--- src/rtl/bqual_pkg.sv ---
// Shared types and constants for the encoder and button qualifier.
// No dependencies; every other file imports this package.
package bqual_pkg;

	// Width of the tick counters and thresholds
	localparam int TICK_W = 8;
	localparam logic [TICK_W-1:0] TICK_MAX = 8'hFF;

	// Threshold reset values
	localparam logic [TICK_W-1:0] PRESS_THRESHOLD_RESET = 8'd10;
	localparam logic [TICK_W-1:0] RELEASE_THRESHOLD_RESET = 8'd50;

	// Register indexes on the configuration channel
	localparam logic REG_PRESS_THRESHOLD = 1'b0;
	localparam logic REG_RELEASE_THRESHOLD = 1'b1;

	// Encoder phase pair coding: A is bit 0, B is bit 1
	localparam logic [1:0] PHASE_A_BIT = 2'b01;
	localparam logic [1:0] PHASE_B_BIT = 2'b10;
	localparam logic [1:0] DETENT_LOW = 2'b00;
	localparam logic [1:0] DETENT_HIGH = 2'b11;

	// Stream word widths
	localparam int IN_DATA_W = 8;
	localparam int OUT_DATA_W = 8;

	// Debouncer result for one tick
	typedef struct packed {
		logic button_event;
		logic button_pressed;
	} btn_res_t;

	// Encoder result for one tick
	typedef struct packed {
		logic step_event;
		logic step_direction;
		logic step_undecided;
	} step_res_t;

endpackage

--- src/rtl/bqual_debounce.sv ---
// Asymmetric push-button debouncer with saturating tick counters.
// Depends on bqual_pkg.
module bqual_debounce (
	input  logic                         clk,
	input  logic                         arst_n,
	input  logic                         tick,
	input  logic                         button_level,
	input  logic [bqual_pkg::TICK_W-1:0] press_threshold,
	input  logic [bqual_pkg::TICK_W-1:0] release_threshold,
	output bqual_pkg::btn_res_t          res
);
	import bqual_pkg::*;

	logic              released_q;
	logic [TICK_W-1:0] pressed_ticks_q;
	logic [TICK_W-1:0] released_ticks_q;

	logic              rel_2, rel_4;
	logic [TICK_W-1:0] p_1, p_3, p_4;
	logic [TICK_W-1:0] r_1, r_2, r_3;

	// Work through press counting, press decision, release counting, release decision
	always_comb begin
		// pressed tick: count up, drop the released run
		if (!button_level) begin
			p_1 = (pressed_ticks_q == TICK_MAX) ? TICK_MAX : pressed_ticks_q + 1'b1;
			r_1 = '0;
		end else begin
			p_1 = pressed_ticks_q;
			r_1 = released_ticks_q;
		end
		// declare a press
		if (p_1 > press_threshold && released_q) begin
			rel_2 = 1'b0;
			r_2 = '0;
		end else begin
			rel_2 = released_q;
			r_2 = r_1;
		end
		// released tick: count up, drop the pressed run
		if (button_level) begin
			r_3 = (r_2 == TICK_MAX) ? TICK_MAX : r_2 + 1'b1;
			p_3 = '0;
		end else begin
			r_3 = r_2;
			p_3 = p_1;
		end
		// declare a release
		if (r_3 > release_threshold && !rel_2) begin
			rel_4 = 1'b1;
			p_4 = '0;
		end else begin
			rel_4 = rel_2;
			p_4 = p_3;
		end
	end

	assign res.button_event = rel_4 != released_q;
	assign res.button_pressed = !rel_4;

	// Advance the debouncer state on each accepted word
	always_ff @(posedge clk or negedge arst_n) begin
		if (!arst_n) begin
			released_q <= 1'b1;
			pressed_ticks_q <= '0;
			released_ticks_q <= '0;
		end else if (tick) begin
			released_q <= rel_4;
			pressed_ticks_q <= p_4;
			released_ticks_q <= r_3;
		end
	end

	// At most one of the two runs is in progress after any tick
	a_one_run: assert property (@(posedge clk) disable iff (!arst_n)
		tick |=> (pressed_ticks_q == '0) || (released_ticks_q == '0))
		else $error("both tick counters non-zero");

	// A state change only ever follows a tick
	a_change_on_tick: assert property (@(posedge clk) disable iff (!arst_n)
		!tick |=> $stable(released_q))
		else $error("debounced state changed without a tick");

	// A counter that changed was advanced by a tick
	a_count_on_tick: assert property (@(posedge clk) disable iff (!arst_n)
		!tick |=> $stable(pressed_ticks_q) && $stable(released_ticks_q))
		else $error("tick counter moved without a tick");

endmodule

--- src/rtl/bqual_encoder.sv ---
// Quadrature encoder step detector working from detents 0 and 3.
// Depends on bqual_pkg.
module bqual_encoder (
	input  logic                 clk,
	input  logic                 arst_n,
	input  logic                 tick,
	input  logic                 phase_a,
	input  logic                 phase_b,
	output bqual_pkg::step_res_t res
);
	import bqual_pkg::*;

	logic [1:0] last_q;
	logic [1:0] pair;

	assign pair = (phase_a ? PHASE_A_BIT : 2'b00) | (phase_b ? PHASE_B_BIT : 2'b00);

	// Report a step when the pair leaves a detent
	always_comb begin
		res = '0;
		if (pair != last_q) begin
			if (last_q == DETENT_LOW) begin
				res.step_event = 1'b1;
				res.step_direction = pair == PHASE_A_BIT;
				res.step_undecided = pair == DETENT_HIGH;
			end else if (last_q == DETENT_HIGH) begin
				res.step_event = 1'b1;
				res.step_direction = pair == PHASE_B_BIT;
				res.step_undecided = pair == DETENT_LOW;
			end
		end
	end

	// Hold the previous pair
	always_ff @(posedge clk or negedge arst_n) begin
		if (!arst_n) begin
			last_q <= DETENT_LOW;
		end else if (tick) begin
			last_q <= pair;
		end
	end

	// Direction and undecided never come together
	a_dir_xor_und: assert property (@(posedge clk) disable iff (!arst_n)
		!(res.step_direction && res.step_undecided))
		else $error("step both directed and undecided");

	// A qualifier only comes with a step
	a_qual_needs_step: assert property (@(posedge clk) disable iff (!arst_n)
		(res.step_direction || res.step_undecided) |-> res.step_event)
		else $error("step qualifier without step event");

	// The pair held is the pair taken on the last tick
	a_last_tracks: assert property (@(posedge clk) disable iff (!arst_n)
		tick |=> last_q == $past(pair))
		else $error("last phase pair not updated");

endmodule

--- src/rtl/encoder_and_button_qualifier.sv ---
// Top level of the encoder and button qualifier: configuration registers,
// stream handshake and result register. Depends on bqual_pkg, bqual_debounce, bqual_encoder.
//
// Each input word is one sampling tick. The block accepts one word every clock cycle
// and returns exactly one result word per tick, in the cycle after acceptance, from a
// single output register; it keeps accepting while that register drains, and stalls
// only while a result waits and the downstream side is not ready. The debouncer and
// encoder state update in the cycle the word is accepted. Thresholds reset to 10 and
// 50 and are written through the configuration channel (index 0 press, 1 release),
// which is always ready; write them only while no tick is in flight.
module encoder_and_button_qualifier (
	input  logic                             clk,
	input  logic                             arst_n,
	// Sampling ticks
	input  logic                             s_axis_tvalid,
	output logic                             s_axis_tready,
	// bit 0 button_level, bit 1 phase_a, bit 2 phase_b, bits 7:3 zero
	input  logic [bqual_pkg::IN_DATA_W-1:0]  s_axis_tdata,
	// Results
	output logic                             m_axis_tvalid,
	input  logic                             m_axis_tready,
	// bit 0 button_event, bit 1 button_pressed, bit 2 step_event,
	// bit 3 step_direction, bit 4 step_undecided, bits 7:5 zero
	output logic [bqual_pkg::OUT_DATA_W-1:0] m_axis_tdata,
	// Configuration writes
	input  logic                             cfg_valid,
	output logic                             cfg_ready,
	input  logic                             cfg_index,
	input  logic [bqual_pkg::TICK_W-1:0]     cfg_data
);
	import bqual_pkg::*;

	logic              tick;
	logic [TICK_W-1:0] press_threshold_q;
	logic [TICK_W-1:0] release_threshold_q;
	logic              out_valid_q;
	logic [4:0]        out_data_q;
	btn_res_t          btn_res;
	step_res_t         step_res;

	assign cfg_ready = 1'b1;
	assign s_axis_tready = !out_valid_q || m_axis_tready;
	assign tick = s_axis_tvalid && s_axis_tready;

	// Hold the thresholds
	always_ff @(posedge clk or negedge arst_n) begin
		if (!arst_n) begin
			press_threshold_q <= PRESS_THRESHOLD_RESET;
			release_threshold_q <= RELEASE_THRESHOLD_RESET;
		end else if (cfg_valid) begin
			case (cfg_index)
				REG_PRESS_THRESHOLD:   press_threshold_q <= cfg_data;
				REG_RELEASE_THRESHOLD: release_threshold_q <= cfg_data;
				default: ;
			endcase
		end
	end

	bqual_debounce u_debounce (
		.clk               (clk),
		.arst_n            (arst_n),
		.tick              (tick),
		.button_level      (s_axis_tdata[0]),
		.press_threshold   (press_threshold_q),
		.release_threshold (release_threshold_q),
		.res               (btn_res)
	);

	bqual_encoder u_encoder (
		.clk     (clk),
		.arst_n  (arst_n),
		.tick    (tick),
		.phase_a (s_axis_tdata[1]),
		.phase_b (s_axis_tdata[2]),
		.res     (step_res)
	);

	// Result register: load on a tick, drop once taken
	always_ff @(posedge clk or negedge arst_n) begin
		if (!arst_n) begin
			out_valid_q <= 1'b0;
		end else if (tick) begin
			out_valid_q <= 1'b1;
		end else if (m_axis_tready) begin
			out_valid_q <= 1'b0;
		end
	end

	always_ff @(posedge clk) begin
		if (tick) begin
			out_data_q <= {step_res.step_undecided, step_res.step_direction,
				step_res.step_event, btn_res.button_pressed, btn_res.button_event};
		end
	end

	assign m_axis_tvalid = out_valid_q;
	assign m_axis_tdata = {{(OUT_DATA_W-5){1'b0}}, out_data_q};

	// Every accepted tick leaves a result waiting
	a_tick_gives_word: assert property (@(posedge clk) disable iff (!arst_n)
		tick |=> m_axis_tvalid)
		else $error("accepted tick produced no result word");

	// An undecided step is a step without direction
	a_undecided_word: assert property (@(posedge clk) disable iff (!arst_n)
		(m_axis_tvalid && m_axis_tdata[4]) |-> (m_axis_tdata[2] && !m_axis_tdata[3]))
		else $error("undecided step word malformed");

	// A result is dropped only once taken or replaced
	a_no_loss: assert property (@(posedge clk) disable iff (!arst_n)
		(m_axis_tvalid && !m_axis_tready) |-> !s_axis_tready)
		else $error("input accepted over an untaken result");

endmodule
--- config.mk ---
export PLATFORM = sky130hd
export DESIGN_NAME = encoder_and_button_qualifier
export DESIGN_NICKNAME = d
export VERILOG_FILES = /design/src/rtl/bqual_pkg.sv /design/src/rtl/bqual_debounce.sv /design/src/rtl/bqual_encoder.sv /design/src/rtl/encoder_and_button_qualifier.sv
export SDC_FILE = /design/constraint.sdc
export NUM_CORES = 1
export LEC_CHECK = 0
export BUFFER_PORTS_ARGS = -buffer_cell sky130_fd_sc_hd__buf_2
export CORE_MARGIN = 2
export CORE_UTILIZATION = 50
export DETAILED_ROUTE_END_ITERATION = 12
export PLACE_DENSITY_LB_ADDON = 0.2
export SYNTH_ARGS = -nofsm -noshare
export SYNTH_HDL_FRONTEND = slang
export SYNTH_SLANG_ARGS = --single-unit
--- constraint.sdc ---
create_clock -name clk -period 13.02 [get_ports clk]
set_input_delay 1.302 -clock clk [delete_from_list [all_inputs] [get_ports clk]]
set_output_delay 1.302 -clock clk [all_outputs]
set_load 0.01 [all_outputs]
==> metrics <==
status=complete, no violations; Crit. End Element=flop; WL met2=2.487 mm; RSZ-0062 raised after global routing=false; worst reg-to-reg path cell count=25; fraction of layout cells with a size suffix above 1=15.38%; Post-synth ARST share=87.80%; FMAX=0.1526 GHz; Final period util=50.34%; Pwr Density=108.9 nW/µm²; Util after Layout=55.79%; final antenna-violating net count=0; gr usage total=19.24%; n_diodes=0; final HPWL from detailed placement=3.805 mm; CTS Buf Count=5; Synth area leader=dfrtp_1; H-tree depth=2; Routed WL=5.340 mm; # IOs=33; Syn Inst Count=292; WP data required=13.22 ns; core box area=5075 µm²; die area=5798 µm²; hold depth=2; Worst Hold Path EP=u_debounce.released_ticks_q[1]$_DFFE_PN0P_; hold crit path type=reg -> reg; Fillers=485; gpl congestion=0.8748; CTS Hold Bufs=0; drt pass-1 iters=4; max_cap viols=0; Avg Synthesized Cell Area=8.913 µm²; mux share of post-synthesis cell area=4.279%; Synth cell types=49; # DRC=0; Setup Fix Bufs, Post-CTS=0; Final #Nets=353; main combinational cell family by area after synthesis=compound AO/OA/AOI/OAI gates; clk slew on worst S/H paths=0.09 ns; Rows=26; Setup Skew=0.006420 ns; number of synthesized flops with an enable pin=5; HP Start=u_debounce.released_ticks_q[1]$_DFFE_PN0P_; register area share after synthesis=40.67%; die height=76.15 µm; r2r startpoint=u_debounce.pressed_ticks_q[0]$_DFFE_PN0P_; Worst-Margin Slew=0.8963 ns; xor/xnor cell area share of the yosys netlist=2.019%; met3 routed WL=184 µm; FF-to-FF setup slack=7.06 ns; vias in the first global route=2030; CTS sink count=41; vias=2142; total grt overflow=0; dpl ws=6.216 ns; initial antenna violation count=0; complex-gate fraction of the synthesized area=19.52%; first-pass GRT wire length=9.211 mm; Main synth FF type=dfrtp_1; ranking of synthesized cells by area=dfrtp_1 29%, ha_1 9.6%, dfstp_2 6.1%; clock tree buffer depth=2; Worst Path Max Fanout=16; Worst Path Arrival=6.75 ns; Final Critical Period=6.554 ns; Port Buffer Count=23; type of origin of the critical path=input pin; Setup CP Type=in -> reg; DR top layer=met4; final count of pins violating max slew=0; Worst Setup SP=s_axis_tdata[0]; root buffer cell=clkbuf_8; Peak VDD IR=80.47 µV; DR WL/cell=13.98 µm; final worst slack=6.466 ns; endpoints failing setup=0; DRT iter0 DRCs=90; Multi-input gate area=1385 µm²; WL met1=2.602 mm; area of the mapped netlist=2602 µm²; YS warnings=0; Synth Area in Simple Gates=17.21%; initial core utilization=51.28%; Adder-Cell Fraction of Synth Area=9.615%; flip-flop and latch area=1059 µm²; Area Growth Syn to Fin=8.798%; Yosys reg bits=41; post-cts gate resize count=0; setup TNS=0 ns; Hold Vio Cnt, Final=0; Die Span X=76.15 µm; later-pin clock latency in the skew report=0.30 ns; slew margin rel.=40.12%; vias per cell=5.607; top cell type's share of synthesized area=28.85%; TritonCTS clock tree=built; Pleak=1.309 nW; Reg2Reg Capture Point=u_debounce.pressed_ticks_q[4]$_DFFE_PN0P_; largest net degree at the start of global routing=37
-- through the flow --
| stage | instance area [µm²] | total power, W | instances | hold WS [ns] |
|---|---|---|---|---|
| floorplan | 2610 | 0.0002060 | 294 | 0.4625 |
| global placement | 2744 | 0.0002227 | 374 | 0.4884 |
| detailed placement | 2744 | 0.0002256 | 374 | 0.4911 |
| CTS | 2831 | 0.0003115 | 382 | 0.5129 |
| global route | 2831 | 0.0003281 | 382 | 0.5439 |
| finish | 2831 | 0.0003084 | 382 | 0.5110 |
-- cells in the final DEF, fill, tap and decap left out, types with 2 or more instances in the layout --
| master | instances |
|---|---|
| inv_1 | 26 |
| nand2_1 | 30 |
| conb_1 | 4 |
| mux2_2 | 9 |
| nor2_1 | 20 |
| clkinvlp_4 | 2 |
| o2111ai_1 | 4 |
| o21ai_0 | 21 |
| a21oi_1 | 27 |
| dfrtp_1 | 30 |
| dfstp_2 | 6 |
| o211ai_1 | 3 |
| nor3_1 | 4 |
| buf_2 | 23 |
| ha_1 | 20 |
| xnor2_1 | 4 |
| nand3_1 | 16 |
| and3_1 | 3 |
| a21o_1 | 4 |
| xor2_1 | 2 |
| a22o_1 | 4 |
| nand4_1 | 6 |
| a21boi_0 | 2 |
| clkbuf_8 | 5 |
| a41oi_1 | 2 |
| nor2b_1 | 5 |
| o22ai_1 | 3 |
| nand2b_1 | 2 |
| edfxtp_1 | 5 |
-- cells by family (layout without fill, tap and decap cells) --
group                    Yosys count  after routing
buffers and inverters             39             57
XOR/XNOR                           6              6
AO/OA/AOI/OAI                     81             81
AND/OR/NAND/NOR                   93             93
flip-flops                        41             41
multiplexers                      10             10
other                              2              4
adder cells (fa/ha/maj)           20             20
-- critical path, cell delays in order --
cell and delay (ns):
buf_2 0.19, nor2b_1 0.28, and2_0 0.33, and3_1 0.20, a21oi_1 0.08, ha_1 0.29
nand4_1 0.12, nor2_1 0.21, a21oi_1 0.13, o21ai_1 0.69, and3_1 0.26, ha_1 0.24
nand3_1 0.09, nor2_1 0.22, nand3_1 0.35, inv_1 0.17, a21oi_1 0.10, nor2_1 0.14
ha_1 0.24, nor2b_1 0.13, o21bai_1 0.11, nand3_1 0.13, a21boi_2 0.33, o21ai_0 0.15
a221oi_1 0.25
-- layout make-up --
| cell class | instances | share of cell area [%] |
|---|---|---|
| Multi-Input combinational cell | 214 | 48.92 |
| Clock inverter | 2 | 0.5303 |
| Inverter | 26 | 3.447 |
| Sequential cell | 41 | 37.38 |
| Tap cell | 70 | 3.093 |
| Timing Repair Buffer | 23 | 4.065 |
| Clock buffer | 6 | 2.563 |
-- worst max path at each step --
stage / endpoint / slack (ns) / cells after the start
global placement: u_debounce.pressed_ticks_q[4]$_DFFE_PN0P_ / 6.26 / 25
CTS: u_debounce.pressed_ticks_q[4]$_DFFE_PN0P_ / 6.53 / 25
global route: u_debounce.pressed_ticks_q[4]$_DFFE_PN0P_ / 5.87 / 25
detailed placement: u_debounce.pressed_ticks_q[4]$_DFFE_PN0P_ / 6.22 / 25
floorplan: u_debounce.pressed_ticks_q[4]$_DFFE_PN0P_ / 7.65 / 24
finish: u_debounce.pressed_ticks_q[4]$_DFFE_PN0P_ / 6.47 / 25
-- cell usage after synthesis (3+ instances only) --
cell,number
dfrtp_1,30
nand2_1,30
a21oi_1,27
inv_1,26
o21ai_0,21
ha_1,20
nor2_1,20
nand3_1,16
mux2_2,9
clkbuf_1,6
dfstp_2,6
nand4_1,6
buf_4,5
edfxtp_1,5
nor2b_1,5
a21o_1,4
a22o_1,4
nor3_1,4
o2111ai_1,4
xnor2_1,4
and3_1,3
o211ai_1,3
o22ai_1,3
-- registers in the layout, summed over array words and instances (netlist names) --
| name | cells |
|---|---|
| m_axis_tvalid | 1 |
| out_data_q | 5 |
| press_threshold_q | 8 |
| release_threshold_q | 8 |
| u_debounce.pressed_ticks_q | 8 |
| u_debounce.released_q | 1 |
| u_debounce.released_ticks_q | 8 |
| u_encoder.last_q | 2 |
-- power breakdown --
group / internal, W / switching [W] / total [W]
Clock: 0.0000378 / 0.0000475 / 0.0000853
Combinational: 0.0000271 / 0.0000372 / 0.0000644
Sequential: 0.000147 / 0.0000113 / 0.000159
-- per-layer routing --
| layer | global-route usage (%) | vias to the layer above |
|---|---|---|
| met4 | 6.545 | 0 |
| met2 | 31.96 | 44 |
| met1 | 25.63 | 1019 |
| li1 | - | 1072 |
| met5 | 0 | - |
| met3 | 3.199 | 7 |
Note: power is estimated with default switching activity, not from simulation.
